--- config.mk ---
export PLATFORM = sky130hd
export DESIGN_NAME = lidar_scan_frame_parser_flat
export DESIGN_NICKNAME = d
export VERILOG_FILES = /design/src/hdl/lsfp_pkg.sv /design/src/hdl/lsfp_ifs.sv /design/src/hdl/lsfp_div.sv /design/src/hdl/lsfp_ctrl.sv /design/src/hdl/lsfp_datapath.sv /design/src/hdl/lidar_scan_frame_parser.sv /design/src/flat_wrapper.sv
export SDC_FILE = /design/constraint.sdc
export NUM_CORES = 1
export LEC_CHECK = 0
export BUFFER_PORTS_ARGS = -buffer_cell sky130_fd_sc_hd__buf_2
export CORE_MARGIN = 3
export CORE_UTILIZATION = 55
export CTS_CLUSTER_SIZE = 16
export DETAILED_ROUTE_END_ITERATION = 8
export HOLD_SLACK_MARGIN = 0.05
export PLACE_DENSITY = 0.81
export SLEW_MARGIN = 20
export SYNTH_ARGS = -nofsm -noshare
export SYNTH_HDL_FRONTEND = slang
export SYNTH_HIERARCHICAL = 1
export SYNTH_SLANG_ARGS = --single-unit
export TNS_END_PERCENT = 1
--- constraint.sdc ---
create_clock -name clk_i -period 2.79 [get_ports clk_i]
set_input_delay 0.558 -clock clk_i [delete_from_list [all_inputs] [get_ports clk_i]]
set_output_delay 0.558 -clock clk_i [all_outputs]
set_load 0.03 [all_outputs]
--- src/hdl/lsfp_pkg.sv ---
// Package for the laser scan frame parser.
// It holds the frame layout constants, the field widths and the types that
// the controller and the datapath exchange. It depends on nothing.
package lsfp_pkg;

  // Frame layout.
  localparam int unsigned PACKETS_PER_FRAME   = 60;
  localparam int unsigned PACKET_BYTES        = 42;
  localparam int unsigned READINGS_PER_PACKET = 6;
  localparam int unsigned FIRST_SLOT_OFF      = 7;
  localparam int unsigned SLOT_STEP           = 6;
  localparam int unsigned HDR_FIRST_OFF       = 0;
  localparam int unsigned HDR_SECOND_OFF      = 1;
  localparam int unsigned SPEED_HIGH_OFF      = 3;
  localparam int unsigned FRAME_START_OFF     = 2;
  localparam int unsigned LAST_OFF            = PACKET_BYTES - 1;

  // Sync bytes and scaling.
  localparam logic [7:0]  SYNC_FIRST  = 8'hFA;
  localparam logic [7:0]  SYNC_SECOND = 8'hA0;
  localparam int unsigned TOP_ANGLE   = 359;
  localparam int unsigned RPM_DIVISOR = 10;

  // Field widths.
  localparam int unsigned BYTE_W   = 8;
  localparam int unsigned ANGLE_W  = 9;
  localparam int unsigned WORD_W   = 16;
  localparam int unsigned RPM_W    = 13;
  localparam int unsigned GOOD_W   = 6;
  localparam int unsigned SUM_W    = 22;
  localparam int unsigned HELD_W   = 24;

  // Internal widths.
  localparam int unsigned OFF_W = $clog2(PACKET_BYTES);
  localparam int unsigned PKT_W = (PACKETS_PER_FRAME > 1) ? $clog2(PACKETS_PER_FRAME) : 1;
  localparam int unsigned DIVISOR_W = $clog2(RPM_DIVISOR * PACKETS_PER_FRAME + 1);
  localparam int unsigned DIV_STEPS = SUM_W;
  localparam int unsigned DIV_CNT_W = $clog2(DIV_STEPS + 1);

  // Result kinds.
  localparam logic KIND_READING  = 1'b0;
  localparam logic KIND_SCAN_END = 1'b1;

  // Commands from the controller to the datapath.
  typedef struct packed {
    logic shift;         // an input item was accepted
    logic frame_start;   // sync pair found, open a frame
    logic frame_step;    // an item inside the frame was accepted
    logic emit_reading;  // load a range reading into the output register
    logic div_start;     // last item of the frame, start the rpm division
    logic emit_end;      // load the end-of-scan result
  } lsfp_cmd_t;

  // Status from the datapath to the controller.
  typedef struct packed {
    logic is_sync1;
    logic is_sync2;
    logic slot;
    logic last;
    logic pkt_valid;
    logic div_busy;
    logic div_done;
    logic out_free;
  } lsfp_stat_t;

  // True when a packet offset is the last byte of one of the readings.
  function automatic logic is_slot(input logic [OFF_W-1:0] off);
    logic hit;
    hit = 1'b0;
    for (int unsigned i = 0; i < READINGS_PER_PACKET; i++) begin
      if (off == OFF_W'(FIRST_SLOT_OFF + i * SLOT_STEP)) begin
        hit = 1'b1;
      end
    end
    return hit;
  endfunction

endpackage

--- src/hdl/lsfp_ifs.sv ---
// Channel interfaces of the laser scan frame parser: the received byte
// stream and the result stream. Depends on lsfp_pkg.
interface lsfp_rx_if;
  import lsfp_pkg::*;

  logic              valid;
  logic              ready;
  logic [BYTE_W-1:0] rx_byte;

  modport source (output valid, output rx_byte, input ready);
  modport sink (input valid, input rx_byte, output ready);
endinterface

interface lsfp_res_if;
  import lsfp_pkg::*;

  logic               valid;
  logic               ready;
  logic               kind;
  logic [ANGLE_W-1:0] angle;
  logic [WORD_W-1:0]  range_mm;
  logic [WORD_W-1:0]  intensity;
  logic [RPM_W-1:0]   rpm;
  logic [GOOD_W-1:0]  good_packets;

  modport source (output valid, output kind, output angle, output range_mm,
                  output intensity, output rpm, output good_packets, input ready);
  modport sink (input valid, input kind, input angle, input range_mm,
                input intensity, input rpm, input good_packets, output ready);
endinterface

--- src/hdl/lsfp_div.sv ---
// Restoring divider for the rpm figure, one quotient bit per cycle.
// Depends on lsfp_pkg.
module lsfp_div (
  input  logic                            clk_i,
  input  logic                            rst_ni,
  input  logic                            start_i,
  input  logic                            ack_i,
  input  logic [lsfp_pkg::SUM_W-1:0]      dividend_i,
  input  logic [lsfp_pkg::DIVISOR_W-1:0]  divisor_i,
  output logic                            busy_o,
  output logic                            done_o,
  output logic [lsfp_pkg::SUM_W-1:0]      quotient_o
);
  import lsfp_pkg::*;

  logic [SUM_W-1:0]     quo_q;
  logic [DIVISOR_W-1:0] rem_q;
  logic [DIVISOR_W-1:0] dvs_q;
  logic [DIV_CNT_W-1:0] cnt_q;
  logic                 busy_q;
  logic [DIVISOR_W:0]   shifted;
  logic [DIVISOR_W:0]   diff;
  logic                 ge;

  // One trial subtraction of the shifted remainder.
  assign shifted = {rem_q, quo_q[SUM_W-1]};
  assign ge      = (shifted >= {1'b0, dvs_q});
  assign diff    = shifted - {1'b0, dvs_q};

  // Control: busy from start until the result is taken.
  always_ff @(posedge clk_i or negedge rst_ni) begin
    if (!rst_ni) begin
      busy_q <= 1'b0;
      cnt_q  <= '0;
    end else if (start_i) begin
      busy_q <= 1'b1;
      cnt_q  <= DIV_CNT_W'(DIV_STEPS);
    end else if (busy_q && (cnt_q != '0)) begin
      cnt_q <= cnt_q - 1'b1;
    end else if (ack_i) begin
      busy_q <= 1'b0;
    end
  end

  // Quotient and remainder shift registers.
  always_ff @(posedge clk_i) begin
    if (start_i) begin
      quo_q <= dividend_i;
      rem_q <= '0;
      dvs_q <= divisor_i;
    end else if (busy_q && (cnt_q != '0)) begin
      rem_q <= ge ? diff[DIVISOR_W-1:0] : shifted[DIVISOR_W-1:0];
      quo_q <= {quo_q[SUM_W-2:0], ge};
    end
  end

  assign busy_o     = busy_q;
  assign done_o     = busy_q && (cnt_q == '0);
  // A zero divisor (no good packet) reads as zero.
  assign quotient_o = (dvs_q == '0) ? '0 : quo_q;

endmodule

--- src/hdl/lsfp_ctrl.sv ---
// Controller of the laser scan frame parser: sync hunt, frame and division
// states, and the commands for the datapath. Depends on lsfp_pkg.
module lsfp_ctrl (
  input  logic                  clk_i,
  input  logic                  rst_ni,
  input  logic                  in_valid_i,
  output logic                  in_ready_o,
  input  lsfp_pkg::lsfp_stat_t  stat_i,
  output lsfp_pkg::lsfp_cmd_t   cmd_o
);
  import lsfp_pkg::*;

  typedef enum logic [3:0] {
    ST_HUNT1 = 4'b0001,
    ST_HUNT2 = 4'b0010,
    ST_FRAME = 4'b0100,
    ST_DIV   = 4'b1000
  } state_e;

  state_e state_q, state_d;
  logic   fire;

  // Items are taken in every state but the division, when the output has room.
  assign in_ready_o = (state_q != ST_DIV) && stat_i.out_free;
  assign fire       = in_valid_i && in_ready_o;

  // Next state and commands.
  always_comb begin
    state_d = state_q;
    cmd_o   = '0;
    cmd_o.shift = fire;
    unique case (state_q)
      ST_HUNT1: begin
        if (fire && stat_i.is_sync1) begin
          state_d = ST_HUNT2;
        end
      end
      ST_HUNT2: begin
        if (fire) begin
          if (stat_i.is_sync2) begin
            state_d           = ST_FRAME;
            cmd_o.frame_start = 1'b1;
          end else begin
            state_d = ST_HUNT1;
          end
        end
      end
      ST_FRAME: begin
        if (fire) begin
          cmd_o.frame_step   = 1'b1;
          cmd_o.emit_reading = stat_i.slot && stat_i.pkt_valid;
          if (stat_i.last) begin
            cmd_o.div_start = 1'b1;
            state_d         = ST_DIV;
          end
        end
      end
      ST_DIV: begin
        if (stat_i.div_done && stat_i.out_free) begin
          cmd_o.emit_end = 1'b1;
          state_d        = ST_HUNT1;
        end
      end
      default: begin
        state_d = ST_HUNT1;
      end
    endcase
  end

  // State register.
  always_ff @(posedge clk_i or negedge rst_ni) begin
    if (!rst_ni) begin
      state_q <= ST_HUNT1;
    end else begin
      state_q <= state_d;
    end
  end

endmodule

--- src/hdl/lsfp_datapath.sv ---
// Datapath of the laser scan frame parser: frame counters, held bytes,
// speed sum, rpm divider and the output register. Depends on lsfp_pkg,
// lsfp_res_if and lsfp_div.
module lsfp_datapath (
  input  logic                        clk_i,
  input  logic                        rst_ni,
  input  logic [lsfp_pkg::BYTE_W-1:0] rx_byte_i,
  input  lsfp_pkg::lsfp_cmd_t         cmd_i,
  output lsfp_pkg::lsfp_stat_t        stat_o,
  lsfp_res_if.source                  res_o
);
  import lsfp_pkg::*;

  logic [OFF_W-1:0]     off_q;
  logic [PKT_W-1:0]     pkt_q;
  logic                 pkt_valid_q;
  logic [GOOD_W-1:0]    good_q;
  logic [SUM_W-1:0]     sum_q;
  logic [ANGLE_W-1:0]   angle_q;
  logic [HELD_W-1:0]    held_q;
  logic                 hdr_ok;
  logic                 slot;
  logic                 last;
  logic                 div_busy;
  logic                 div_done;
  logic [SUM_W-1:0]     quotient;
  logic [DIVISOR_W-1:0] divisor;
  logic                 out_v_q;
  logic                 out_free;
  logic                 kind_q;
  logic [ANGLE_W-1:0]   angle_out_q;
  logic [WORD_W-1:0]    range_q;
  logic [WORD_W-1:0]    inten_q;
  logic [RPM_W-1:0]     rpm_q;
  logic [GOOD_W-1:0]    good_out_q;

  // Byte decode against the frame position.
  assign hdr_ok   = (rx_byte_i == (SYNC_SECOND + BYTE_W'(pkt_q)));
  assign slot     = is_slot(off_q);
  assign last     = (pkt_q == PKT_W'(PACKETS_PER_FRAME - 1)) && (off_q == OFF_W'(LAST_OFF));
  assign out_free = !out_v_q || res_o.ready;

  assign stat_o.is_sync1  = (rx_byte_i == SYNC_FIRST);
  assign stat_o.is_sync2  = (rx_byte_i == SYNC_SECOND);
  assign stat_o.slot      = slot;
  assign stat_o.last      = last;
  assign stat_o.pkt_valid = pkt_valid_q;
  assign stat_o.div_busy  = div_busy;
  assign stat_o.div_done  = div_done;
  assign stat_o.out_free  = out_free;

  // Frame position and per-packet bookkeeping.
  always_ff @(posedge clk_i or negedge rst_ni) begin
    if (!rst_ni) begin
      off_q       <= '0;
      pkt_q       <= '0;
      pkt_valid_q <= 1'b0;
      good_q      <= '0;
      sum_q       <= '0;
      angle_q     <= '0;
    end else if (cmd_i.frame_start) begin
      off_q       <= OFF_W'(FRAME_START_OFF);
      pkt_q       <= '0;
      pkt_valid_q <= 1'b1;
      good_q      <= GOOD_W'(1);
      sum_q       <= '0;
      angle_q     <= ANGLE_W'(TOP_ANGLE);
    end else if (cmd_i.frame_step) begin
      if (off_q == OFF_W'(HDR_FIRST_OFF)) begin
        pkt_valid_q <= stat_o.is_sync1;
      end else if (off_q == OFF_W'(HDR_SECOND_OFF)) begin
        if (pkt_valid_q && hdr_ok) begin
          good_q <= good_q + 1'b1;
        end else begin
          pkt_valid_q <= 1'b0;
        end
      end else if (off_q == OFF_W'(SPEED_HIGH_OFF)) begin
        if (pkt_valid_q) begin
          sum_q <= sum_q + SUM_W'({rx_byte_i, held_q[7:0]});
        end
      end
      // Every reading slot moves the angle down until it reaches zero, counted or not.
      if (slot && (angle_q != '0)) begin
        angle_q <= angle_q - 1'b1;
      end
      if (last) begin
        off_q <= '0;
        pkt_q <= '0;
      end else if (off_q == OFF_W'(LAST_OFF)) begin
        off_q <= '0;
        pkt_q <= pkt_q + 1'b1;
      end else begin
        off_q <= off_q + 1'b1;
      end
    end
  end

  // The last three received bytes.
  always_ff @(posedge clk_i) begin
    if (cmd_i.shift) begin
      held_q <= {held_q[HELD_W-BYTE_W-1:0], rx_byte_i};
    end
  end

  // rpm = speed sum / (good packets * 10).
  assign divisor = DIVISOR_W'(good_q) * DIVISOR_W'(RPM_DIVISOR);

  lsfp_div u_div (
    .clk_i      (clk_i),
    .rst_ni     (rst_ni),
    .start_i    (cmd_i.div_start),
    .ack_i      (cmd_i.emit_end),
    .dividend_i (sum_q),
    .divisor_i  (divisor),
    .busy_o     (div_busy),
    .done_o     (div_done),
    .quotient_o (quotient)
  );

  // Output register valid flag.
  always_ff @(posedge clk_i or negedge rst_ni) begin
    if (!rst_ni) begin
      out_v_q <= 1'b0;
    end else if (cmd_i.emit_reading || cmd_i.emit_end) begin
      out_v_q <= 1'b1;
    end else if (res_o.ready) begin
      out_v_q <= 1'b0;
    end
  end

  // Output register payload.
  always_ff @(posedge clk_i) begin
    if (cmd_i.emit_end) begin
      kind_q      <= KIND_SCAN_END;
      angle_out_q <= '0;
      range_q     <= '0;
      inten_q     <= '0;
      rpm_q       <= quotient[RPM_W-1:0];
      good_out_q  <= good_q;
    end else if (cmd_i.emit_reading) begin
      kind_q      <= KIND_READING;
      angle_out_q <= angle_q;
      range_q     <= {rx_byte_i, held_q[7:0]};
      inten_q     <= {held_q[15:8], held_q[23:16]};
      rpm_q       <= '0;
      good_out_q  <= '0;
    end
  end

  assign res_o.valid        = out_v_q;
  assign res_o.kind         = kind_q;
  assign res_o.angle        = angle_out_q;
  assign res_o.range_mm     = range_q;
  assign res_o.intensity    = inten_q;
  assign res_o.rpm          = rpm_q;
  assign res_o.good_packets = good_out_q;

endmodule

--- src/hdl/lidar_scan_frame_parser.sv ---
// Laser scan frame parser, top level. One received byte per cycle while the
// output register is free; a result waiting there blocks the input. A range
// reading appears in the output register in the cycle after its last byte is taken.
// After the last byte of a frame the rpm divider forms the quotient one bit per step;
// the end-of-scan result loads once it is done and the output register is free, and
// no byte is taken meanwhile (the input stalls once per 2520-byte frame).
// Reset (asynchronous, active low) returns to the sync hunt with no result held.
module lidar_scan_frame_parser (
  input  logic       clk_i,
  input  logic       rst_ni,
  lsfp_rx_if.sink    rx_i,
  lsfp_res_if.source res_o
);
  import lsfp_pkg::*;

  lsfp_cmd_t  cmd;
  lsfp_stat_t stat;
  logic       in_ready;

  assign rx_i.ready = in_ready;

  lsfp_ctrl u_ctrl (
    .clk_i      (clk_i),
    .rst_ni     (rst_ni),
    .in_valid_i (rx_i.valid),
    .in_ready_o (in_ready),
    .stat_i     (stat),
    .cmd_o      (cmd)
  );

  lsfp_datapath u_datapath (
    .clk_i     (clk_i),
    .rst_ni    (rst_ni),
    .rx_byte_i (rx_i.rx_byte),
    .cmd_i     (cmd),
    .stat_o    (stat),
    .res_o     (res_o)
  );

  // No byte is taken while the rpm division is running.
  assert property (@(posedge clk_i) disable iff (!rst_ni) stat.div_busy |-> !in_ready)
    else $error("byte accepted during rpm division");

  // Starting the division makes the divider busy on the next cycle.
  assert property (@(posedge clk_i) disable iff (!rst_ni) cmd.div_start |=> stat.div_busy)
    else $error("divider did not start");

  // An end-of-scan result always counts at least one good packet.
  assert property (@(posedge clk_i) disable iff (!rst_ni)
                   (res_o.valid && (res_o.kind == KIND_SCAN_END)) |-> (res_o.good_packets != '0))
    else $error("end of scan with no good packet");

  // A reading and the end-of-scan result are never loaded together.
  assert property (@(posedge clk_i) disable iff (!rst_ni) cmd.emit_end |-> !cmd.emit_reading)
    else $error("two results loaded in one cycle");

endmodule
--- src/flat_wrapper.sv ---
// flat-port wrapper written by rule: the top's interface ports become plain ports
module lidar_scan_frame_parser_flat import lsfp_pkg::*;
  (clk_i, rst_ni, rx_i_valid, rx_i_rx_byte, rx_i_ready, res_o_valid, res_o_kind, res_o_angle, res_o_range_mm, res_o_intensity, res_o_rpm, res_o_good_packets, res_o_ready);
  lsfp_rx_if rx_i_i ();
  lsfp_res_if res_o_i ();
  input  logic clk_i;
  input  logic rst_ni;
  input wire logic [$bits(rx_i_i.valid)-1:0] rx_i_valid;
  input wire logic [$bits(rx_i_i.rx_byte)-1:0] rx_i_rx_byte;
  output wire logic [$bits(rx_i_i.ready)-1:0] rx_i_ready;
  output wire logic [$bits(res_o_i.valid)-1:0] res_o_valid;
  output wire logic [$bits(res_o_i.kind)-1:0] res_o_kind;
  output wire logic [$bits(res_o_i.angle)-1:0] res_o_angle;
  output wire logic [$bits(res_o_i.range_mm)-1:0] res_o_range_mm;
  output wire logic [$bits(res_o_i.intensity)-1:0] res_o_intensity;
  output wire logic [$bits(res_o_i.rpm)-1:0] res_o_rpm;
  output wire logic [$bits(res_o_i.good_packets)-1:0] res_o_good_packets;
  input wire logic [$bits(res_o_i.ready)-1:0] res_o_ready;
  assign rx_i_i.valid = rx_i_valid;
  assign rx_i_i.rx_byte = rx_i_rx_byte;
  assign rx_i_ready = rx_i_i.ready;
  assign res_o_valid = res_o_i.valid;
  assign res_o_kind = res_o_i.kind;
  assign res_o_angle = res_o_i.angle;
  assign res_o_range_mm = res_o_i.range_mm;
  assign res_o_intensity = res_o_i.intensity;
  assign res_o_rpm = res_o_i.rpm;
  assign res_o_good_packets = res_o_i.good_packets;
  assign res_o_i.ready = res_o_ready;
  lidar_scan_frame_parser u_core (.clk_i(clk_i), .rst_ni(rst_ni), .rx_i(rx_i_i), .res_o(res_o_i));
endmodule
## Word level (Yosys, flattened, before mapping)

Cells that the tools add are included.

- ROM bits: 0
- Memory bits (writable): 0
- Logic and storage cells: 157
- Output and inout port bits: 63
- Input bits: 12
- Latch bits: 0
- Register bits: 187
- Memories: 0

- Add/subtract/negate cells: 8
- Equality and inequality tests: 27
- Divide/modulo/power cells: 0
- Multiply operators: 1
- Reduce and logical (&&, ||, !) cells: 37
- Order comparisons: 1
- Multiplexer cells: 63
- Shift-type cells: 0
- Bitwise logic cells: 0

Operators by type and width:

| operator | number |
|---|---|
| 22-bit two-way mux | 8 |
| 6-bit two-way mux | 15 |
| 13-bit two-way mux | 3 |
| 9-bit two-way mux | 3 |
| 22-bit by 16-bit adder with 22-bit output | 1 |
| 1-bit two-way mux | 22 |
| 4-bit two-way mux | 5 |
| 2-bit nonzero test | 10 |
| 6-bit by 1-bit adder with 6-bit output (second input constant) | 3 |
| 6-bit by 5-bit == test with 1-bit output (second input constant) | 3 |
| 6-bit == test (second input constant) | 3 |
| 8-bit == test (second input constant) | 2 |
| 4-bit one-hot mux with 4 select lines | 1 |
| 11-bit by 10-bit >= comparator with 1-bit output | 1 |
| 1-bit logical AND | 10 |
| 10-bit logical NOT | 1 |
| 10-bit two-way mux | 1 |
| 5-bit two-way mux | 2 |
| 2-bit != test (second input constant) | 5 |
| 5-bit AND reduction | 2 |
| 10-bit subtractor | 1 |
| 6-bit by 3-bit multiplier with 9-bit output (second input constant) | 1 |
| 3-bit two-way mux | 3 |
| 9-bit nonzero test | 1 |
| other kinds (24) | 30 |

## Longest topological paths before layout

Gate-level depths: netlist of run 1.

- Depth in word-level cells: 12
- Depth in mapped cells: 13
- Mapped depth without buffers: 10

## By module

Netlist of run 1, hierarchy kept.

By module, submodules not included:

| module | times used | seq. area each (µm²) | cells each | area an instance (µm²) |
|---|---|---|---|---|
| lsfp_datapath | 1 | 3408.3 | 647 | 6732.7 |
| lsfp_div | 1 | 1311.3 | 230 | 2686.3 |
| lsfp_ctrl | 1 | 101.3 | 34 | 324.1 |

## Worst setup path before layout of run 1

Ideal clock, no wire load.

- Path type: reg-to-reg
- From: register u_core.u_datapath.off_q[1]
- To: register u_core.u_datapath.u_div.quo_q[0], enable pin
- Slack: 33 ps
- Data arrival time: 2374 ps
- Clock period less this slack: 2757 ps
- Data required time: 2407 ps
- Stages on the path, launching flop included: 8
- Setup time: 383 ps
- Path buffers: 1
- Cells stage by stage: dfrtp_1 inv_1 ha_1 nand4_1 nor3_1 buf_4 and2_4 nand2b_1

RTL lines:

| what | line | source |
|---|---|---|
| start: declaration | lsfp_datapath.sv:14 | `logic [OFF_W-1:0] off_q;` |
| start signal: assignment | lsfp_datapath.sv:62 | `off_q <= OFF_W'(FRAME_START_OFF);` |
| start signal: assignment | lsfp_datapath.sv:93 | `off_q <= off_q + 1'b1;` |
| end signal: assignment | lsfp_div.sv:48 | `quo_q <= dividend_i;` |
| end signal: assignment | lsfp_div.sv:53 | `quo_q <= {quo_q[SUM_W-2:0], ge};` |
| end: declaration | lsfp_div.sv:16 | `logic [SUM_W-1:0] quo_q;` |

## Worst setup path after layout of run 1

- From: register u_core.u_datapath.u_div.dvs_q[3]
- To: register u_core.u_datapath.u_div.rem_q[2]

- Cells in the longest elaborated chain, start to end: 2

RTL lines:

| what | line | source |
|---|---|---|
| start: declaration | lsfp_div.sv:18 | `logic [DIVISOR_W-1:0] dvs_q;` |
| start signal: assignment | lsfp_div.sv:50 | `dvs_q <= divisor_i;` |
| 11-bit by 10-bit >= comparator with 1-bit output | lsfp_div.sv:27 | `assign ge = (shifted >= {1'b0, dvs_q});` |
| 10-bit two-way mux | lsfp_div.sv:52 | `rem_q <= ge ? diff[DIVISOR_W-1:0] : shifted[DIVISOR_W-1:0];` |
| end signal: assignment | lsfp_div.sv:52 |  |
| end: declaration | lsfp_div.sv:17 | `logic [DIVISOR_W-1:0] rem_q;` |

Every way passes these cells.
A chain may end at the register's enable or synchronous reset.

==> run_results.csv, run 1 <==
group,metric,value,unit
status,outcome,"finished, final reports clean",
timing,rsz0062_at_grt,"false",
timing,drv_slew,0,
timing,skew,7.634,ps
run,drv_cap,0,
cells_and_area,diodes,0,
floorplanning,die_area,19230,um^2
clock_network,cts.repair.resized,0,
clock_network,cts_tree,"built",
floorplanning,die_h,138.7,um
power_and_ir_drop,power,0.005454,W
clock_network,cts.htree.levels,4,
routing,wl_met2,10230,um
timing,setup_viol,0,
cells_and_area,fillers,1280,
global_route,grt-ovfl-total,0,
routing,viasPerCell,5.838,
cells_and_area,layout.cells.non_filler,1220,
cells_and_area,drive_gt1_share,20.40,%
routing,dr_wl_met3,1105,um
worst_hold_path,hp-class,"input port to async pin",
routing,ant_nets,0,
worst_setup_path,start_kind,"flop",
global_route,first_global_vias,6929,
global_route,antenna_found_initial,0,
clock_network,post-cts-setup-buffers,0,
floorplanning,fp-row-count,47,
placed_design,gp_congestion,0.9340,
logic_synthesis,syn_nets,958,
placed_design,placed_cells,1188,
timing,period_share,93.62,%
routing,wl_per_cell,17.24,um
routing,dr.pass1.iters,5,
logic_synthesis,synthCells,901,
floorplanning,core-area,16880,um^2
clock_network,cts_made_buffers,17,
clock_network,cts_root_buffer,"clkbuf_16",
global_route,grt_max_degree,63,
global_route,grt_pass1_wl,35170,um
floorplanning,initial_utilization,57.35,%
clock_network,clkTransAtPathRegs,70,ps
timing,final.min_clock_period,2612,ps
routing,routed_wl,21030,um
power_and_ir_drop,vdd_ir_drop_max,0.4357,mV
worst_setup_path,arrival,2930,ps
worst_setup_path,cp_cell_sequence,"inv_1 -> ha_1 -> and2_4 -> o211a_4 -> nor2_2 -> o41ai_4 -> nor4b_1 -> a211o_2",
clock_network,cts_sinks,188,
worst_setup_path,endpoint_kind,"flop",
timing,setup_ws,177.9,ps
worst_setup_path,slowest_stage,"o41ai_4",
clock_network,insertion_delay,430,ps
floorplanning,ios,75,
worst_setup_path,critPathRequiredTime,3110,ps
placed_design,dpl-instance-area,10460,um^2
timing,worst_pin_slew,1029,ps
power_and_ir_drop,power.density,493.6,nW/um^2
clock_network,ctsHoldBuffers,0,
power_and_ir_drop,power.leakage,4.731,nW
logic_synthesis,synth_warnings,6,
timing,clock.fmax,382.8,MHz
floorplanning,chipWidth,138.7,um
cells_and_area,finalInstanceArea,11050,um^2
global_route,grt.total_usage,22.15,%
placed_design,post-place-ws,86.66,ps
logic_synthesis,synth_area,9679,um^2
routing,drt_first_iter_violations,408,
cells_and_area,fin_nets,1044,
cells_and_area,synthToLayoutAreaGrowth,14.15,%
placed_design,dp_hpwl,14800,um
worst_setup_path,cp_max_fo,15,
routing,post-route-drc-count,0,
routing,top_layer,"met4",
clock_network,clockBufferDepth,2,
logic_synthesis,avgSynthCellArea,10.74,um^2
timing,hold_viol,0,
routing,wl_met1,9460,um
placed_design,io_buffer_count,74,
worst_setup_path,crit_type,"flop to flop",
routing,vias,7122,
timing,tns,0,ps
worst_setup_path,max_stage_delay,890,ps
timing,relSlewSlack,31.18,%
stage by stage:
step           hold slack [ps]  util, %
4_1_cts                  145.9    65.45
6_report                 133.6    65.47
3_3_place_gp             431.7    61.95
5_1_grt                  163.1    65.47
2_1_floorplan            262.4        -
3_5_place_dp             437.5    61.95
where the power goes:
part / switching (W) / internal [W]
Clock: 0.00114 / 0.00126
Sequential: 0.0000257 / 0.00289
Combinational: 0.0000921 / 0.0000527
worst paths after layout:
path	from	cells after the start	endpoint	slack, ps
setup / recovery	u_core/u_datapath/u_div/dvs_q[3]	8	u_core/u_datapath/u_div/rem_q[2]	180
hold / removal	rst_ni	1	u_core/u_datapath/u_div/cnt_q[0]	130
setup reg to reg	u_core/u_datapath/u_div/dvs_q[3]	8	u_core/u_datapath/u_div/rem_q[2]	180
hold reg to reg	u_core/u_datapath/held_q[15]	0	u_core/u_datapath/held_q[23]	450
max in group asynchronous	rst_ni	2	u_core/u_datapath/angle_q[7]	2020
min in group clk_i	rx_i_rx_byte[2]	1	u_core/u_datapath/held_q[2]	450
worst max-delay path, delay by kind of cell, from the launching register on:
kind | cells | cell delay, ps
AOI/OAI and AO/OA | 3 | 1390
and+or+nand+nor | 3 | 360
DFF | 1 | 360
adders and majority gates | 1 | 350
buffers and inverters | 1 | 50
layout by cell type (no fill, tap or decap), types with 16 or more instances in the layout:
cell and count:
edfxtp_1 75, and2_1 39, nand2_1 55, nor2_1 92
inv_1 31, mux2i_1 52, dfxtp_1 52, o21ai_0 16
mux2_2 24, a21oi_1 41, dfrtp_1 60, clkbuf_16 18
xnor2_1 25, nand3_1 25, ha_1 42, buf_2 74
a21o_1 17, buf_4 35
layer usage:
metal / vias to the layer above / global-route usage [%]
met1: 3466 / 31.20
li1: 3412 / -
met3: 25 / 3.517
met2: 219 / 36.23
met5: - / 0
met4: 0 / 5.613
layout make-up:
cell class                      instances  area, um^2  area share, %
Clock buffer                           19       464.2          4.201
Sequential cell                       188        4821          43.63
Timing Repair Buffer                  113       713.2          6.455
Clock inverter                         13       126.4          1.144
Multi-Input combinational cell        635        4529          40.99
Inverter                               32       120.1          1.087
Tap cell                              220       275.3          2.491
state kept, by name, summed over array words and instances, names as in the netlist, 10 cells and up:
| signal | count |
|---|---|
| u_core/u_datapath/res_o.range_mm | 16 |
| u_core/u_datapath/held_q | 24 |
| u_core/u_datapath/res_o.intensity | 16 |
| u_core/u_datapath/u_div/quo_q | 22 |
| u_core/u_datapath/sum_q | 22 |
| u_core/u_datapath/res_o.rpm | 13 |
| u_core/u_datapath/u_div/dvs_q | 10 |
| u_core/u_datapath/u_div/rem_q | 10 |
Power figures use the tool's default switching activity.
==> run 2, diff against run 1 <==
--- a/config.mk
+++ b/config.mk
@@ -7,11 +7,11 @@
 export LEC_CHECK = 0
 export BUFFER_PORTS_ARGS = -buffer_cell sky130_fd_sc_hd__buf_2
 export CORE_MARGIN = 3
-export CORE_UTILIZATION = 55
+export CORE_UTILIZATION = 61
 export CTS_CLUSTER_SIZE = 16
 export DETAILED_ROUTE_END_ITERATION = 8
 export HOLD_SLACK_MARGIN = 0.05
-export PLACE_DENSITY = 0.81
+export PLACE_DENSITY = 0.85
 export SLEW_MARGIN = 20
 export SYNTH_ARGS = -nofsm -noshare
 export SYNTH_HDL_FRONTEND = slang
==> constraint.sdc (replaced) <==
create_clock -name clk_i -period 2.9 [get_ports clk_i]
set_input_delay 0.58 -clock clk_i [delete_from_list [all_inputs] [get_ports clk_i]]
set_output_delay 0.58 -clock clk_i [all_outputs]
set_load 0.03 [all_outputs]
==> run 2 against run 1 <==
Effect of this change:
- combinational power fell by 8%
- worst hold slack improved by 70 ps
- critical path type unchanged
- routed wire length grew 0.71%
- cell area fell by 1.2%
- final cell count is 1.8% lower
==> run_results.csv, run 2 (synthesis gave the netlist of run 1 again) <==
group,metric,value,unit
worst_setup_path,reg2reg_slack,150,ps
power_and_ir_drop,vdd_ir_drop_max,0.3938,mV
cells_and_area,diodes,0,
placed_design,dpl-instance-area,10350,um^2
global_route,first_global_vias,7057,
global_route,grt_max_degree,63,
status,outcome,"finished, final reports clean",
worst_setup_path,cp_max_fo,5,
global_route,grt.total_usage,24.50,%
worst_setup_path,rr_worst_depth,9,
timing,setup_viol,0,
clock_network,cts_root_buffer,"clkbuf_16",
clock_network,cts_sinks,188,
routing,drt_first_iter_violations,784,
timing,clock.fmax,363.8,MHz
routing,vias,7197,
global_route,grt-ovfl-total,0,
worst_setup_path,start_kind,"flop",
floorplanning,core-area,15370,um^2
cells_and_area,top_register,"u_core/u_datapath/held_q",
timing,worst_pin_slew,1058,ps
timing,relSlewSlack,29.22,%
clock_network,cts_tree,"built",
cells_and_area,largest_register_ffs,24,
routing,viasPerCell,6.008,
cells_and_area,layout_common_cells,"nor2_1 (92), edfxtp_1 (75), buf_2 (74)",
floorplanning,die_area,17410,um^2
timing,whs,203.9,ps
routing,routed_wl,21180,um
floorplanning,initial_utilization,62.97,%
routing,post-route-drc-count,0,
routing,dr.pass1.iters,5,
clock_network,clkTransAtPathRegs,70,ps
cells_and_area,drive_gt1_share,19.25,%
clock_network,cts.htree.levels,4,
floorplanning,chipWidth,132.0,um
power_and_ir_drop,power.leakage,4.658,nW
timing,rsz0062_at_grt,"false",
clock_network,post-cts-setup-buffers,0,
floorplanning,die_h,132.0,um
clock_network,insertion_delay,430,ps
placed_design,dp_hpwl,14780,um
timing,skew,10.14,ps
clock_network,clockBufferDepth,2,
routing,ant_nets,0,
cells_and_area,finalInstanceArea,10910,um^2
power_and_ir_drop,power.density,473.9,nW/um^2
power_and_ir_drop,power,0.005172,W
cells_and_area,reg.largest.list,"u_core/u_datapath/held_q (24), u_core/u_datapath/sum_q (22), u_core/u_datapath/u_div/quo_q (22)",
worst_setup_path,endpoint_kind,"flop",
global_route,antenna_found_initial,0,
cells_and_area,synthToLayoutAreaGrowth,12.76,%
clock_network,cts_made_buffers,17,
timing,final.min_clock_period,2749,ps
worst_setup_path,arrival,3100,ps
worst_hold_path,hp-class,"input port to async pin",
global_route,grt_pass1_wl,34920,um
timing,drv_slew,0,
floorplanning,ios,75,
clock_network,cts.repair.resized,0,
clock_network,ctsHoldBuffers,0,
cells_and_area,fin_nets,1031,
routing,wl_per_cell,17.68,um
timing,tns,0,ps
cells_and_area,final_util,71.01,%
placed_design,io_buffer_count,74,
placed_design,gp_congestion,0.9266,
worst_setup_path,reg2reg_from,"u_core/u_datapath/held_q[0]",
timing,period_share,94.78,%
cells_and_area,final_common_cell,"nor2_1",
run,drv_cap,0,
timing,hold_viol,0,
floorplanning,fp-row-count,45,
worst_setup_path,critPathRequiredTime,3250,ps
worst_setup_path,crit_type,"flop to flop",
worst_setup_path,timing.rr.end,"u_core/u_datapath/sum_q[10]",
worst_setup_path,startpoint,"u_core/u_datapath/held_q[0]",
run 2: changes by cell type in the layout (fill, tap and decap cells not counted), sizes merged:
cell    delta
clkinv     -1
bufinv     +1
buf       -13
run 2: how the worst max path moves through the flow:
stage	endpoint	slack, ps	cells after the start
after CTS	u_core/u_datapath/sum_q[10]	170	9
after global placement	u_core/u_datapath/sum_q[14]	220	10
final	u_core/u_datapath/sum_q[10]	150	9
after global routing	u_core/u_datapath/sum_q[20]	50	9
after detailed placement	u_core/u_datapath/sum_q[21]	130	11
after floorplan	u_core/u_datapath/u_div/quo_q[0]	140	7
run 2: power by group:
| part | total, W | internal, W | switching [W] | leakage [nW] |
|---|---|---|---|---|
| logic | 0.000133 | 0.0000463 | 0.0000864 | 2.47 |
| registers | 0.00280 | 0.00278 | 0.0000254 | 1.91 |
| clock network | 0.00224 | 0.00121 | 0.00103 | 0.274 |
| total | 0.00517 | 0.00403 | 0.00114 | 4.66 |
run 2: critical path, stage by stage, from the launching register on:
cell and delay [ps]:
edfxtp_1 450, ha_1 210, inv_1 60, fa_1 380, nand2b_1 210, a21oi_1 340, o21ai_1 200, o2bb2ai_1 200
or4_1 500, o211ai_1 100
run 2: cell type report:
| class | instances | area (um^2) |
|---|---|---|
| flip-flops and latches | 188 | 4821 |
| repair buffers | 100 | 615.6 |
| inverters | 32 | 120.1 |
| clock inverters | 13 | 132.6 |
| clock buffers | 19 | 432.9 |
| fillers | 1106 | 4457 |
| well taps | 211 | 264.0 |
| multi-input cells | 635 | 4528 |
run 2: stage by stage:
step           worst slack, ps  instances
6_report                 151.5       1198
5_1_grt                  51.09       1198
4_1_cts                  172.7       1198
3_5_place_dp             125.4       1166
3_3_place_gp             215.9       1166
2_1_floorplan            143.3        901
run 2: layer usage:
| metal | up-vias | global-route usage, % | routed length, um |
|---|---|---|---|
| li1 | 3389 | - | - |
| met1 | 3481 | 33.61 | 9377 |
| met2 | 281 | 39.11 | 9935 |
| met3 | 46 | 4.847 | 1424 |
| met4 | 0 | 8.693 | 440 |
| met5 | - | 0 | 0 |
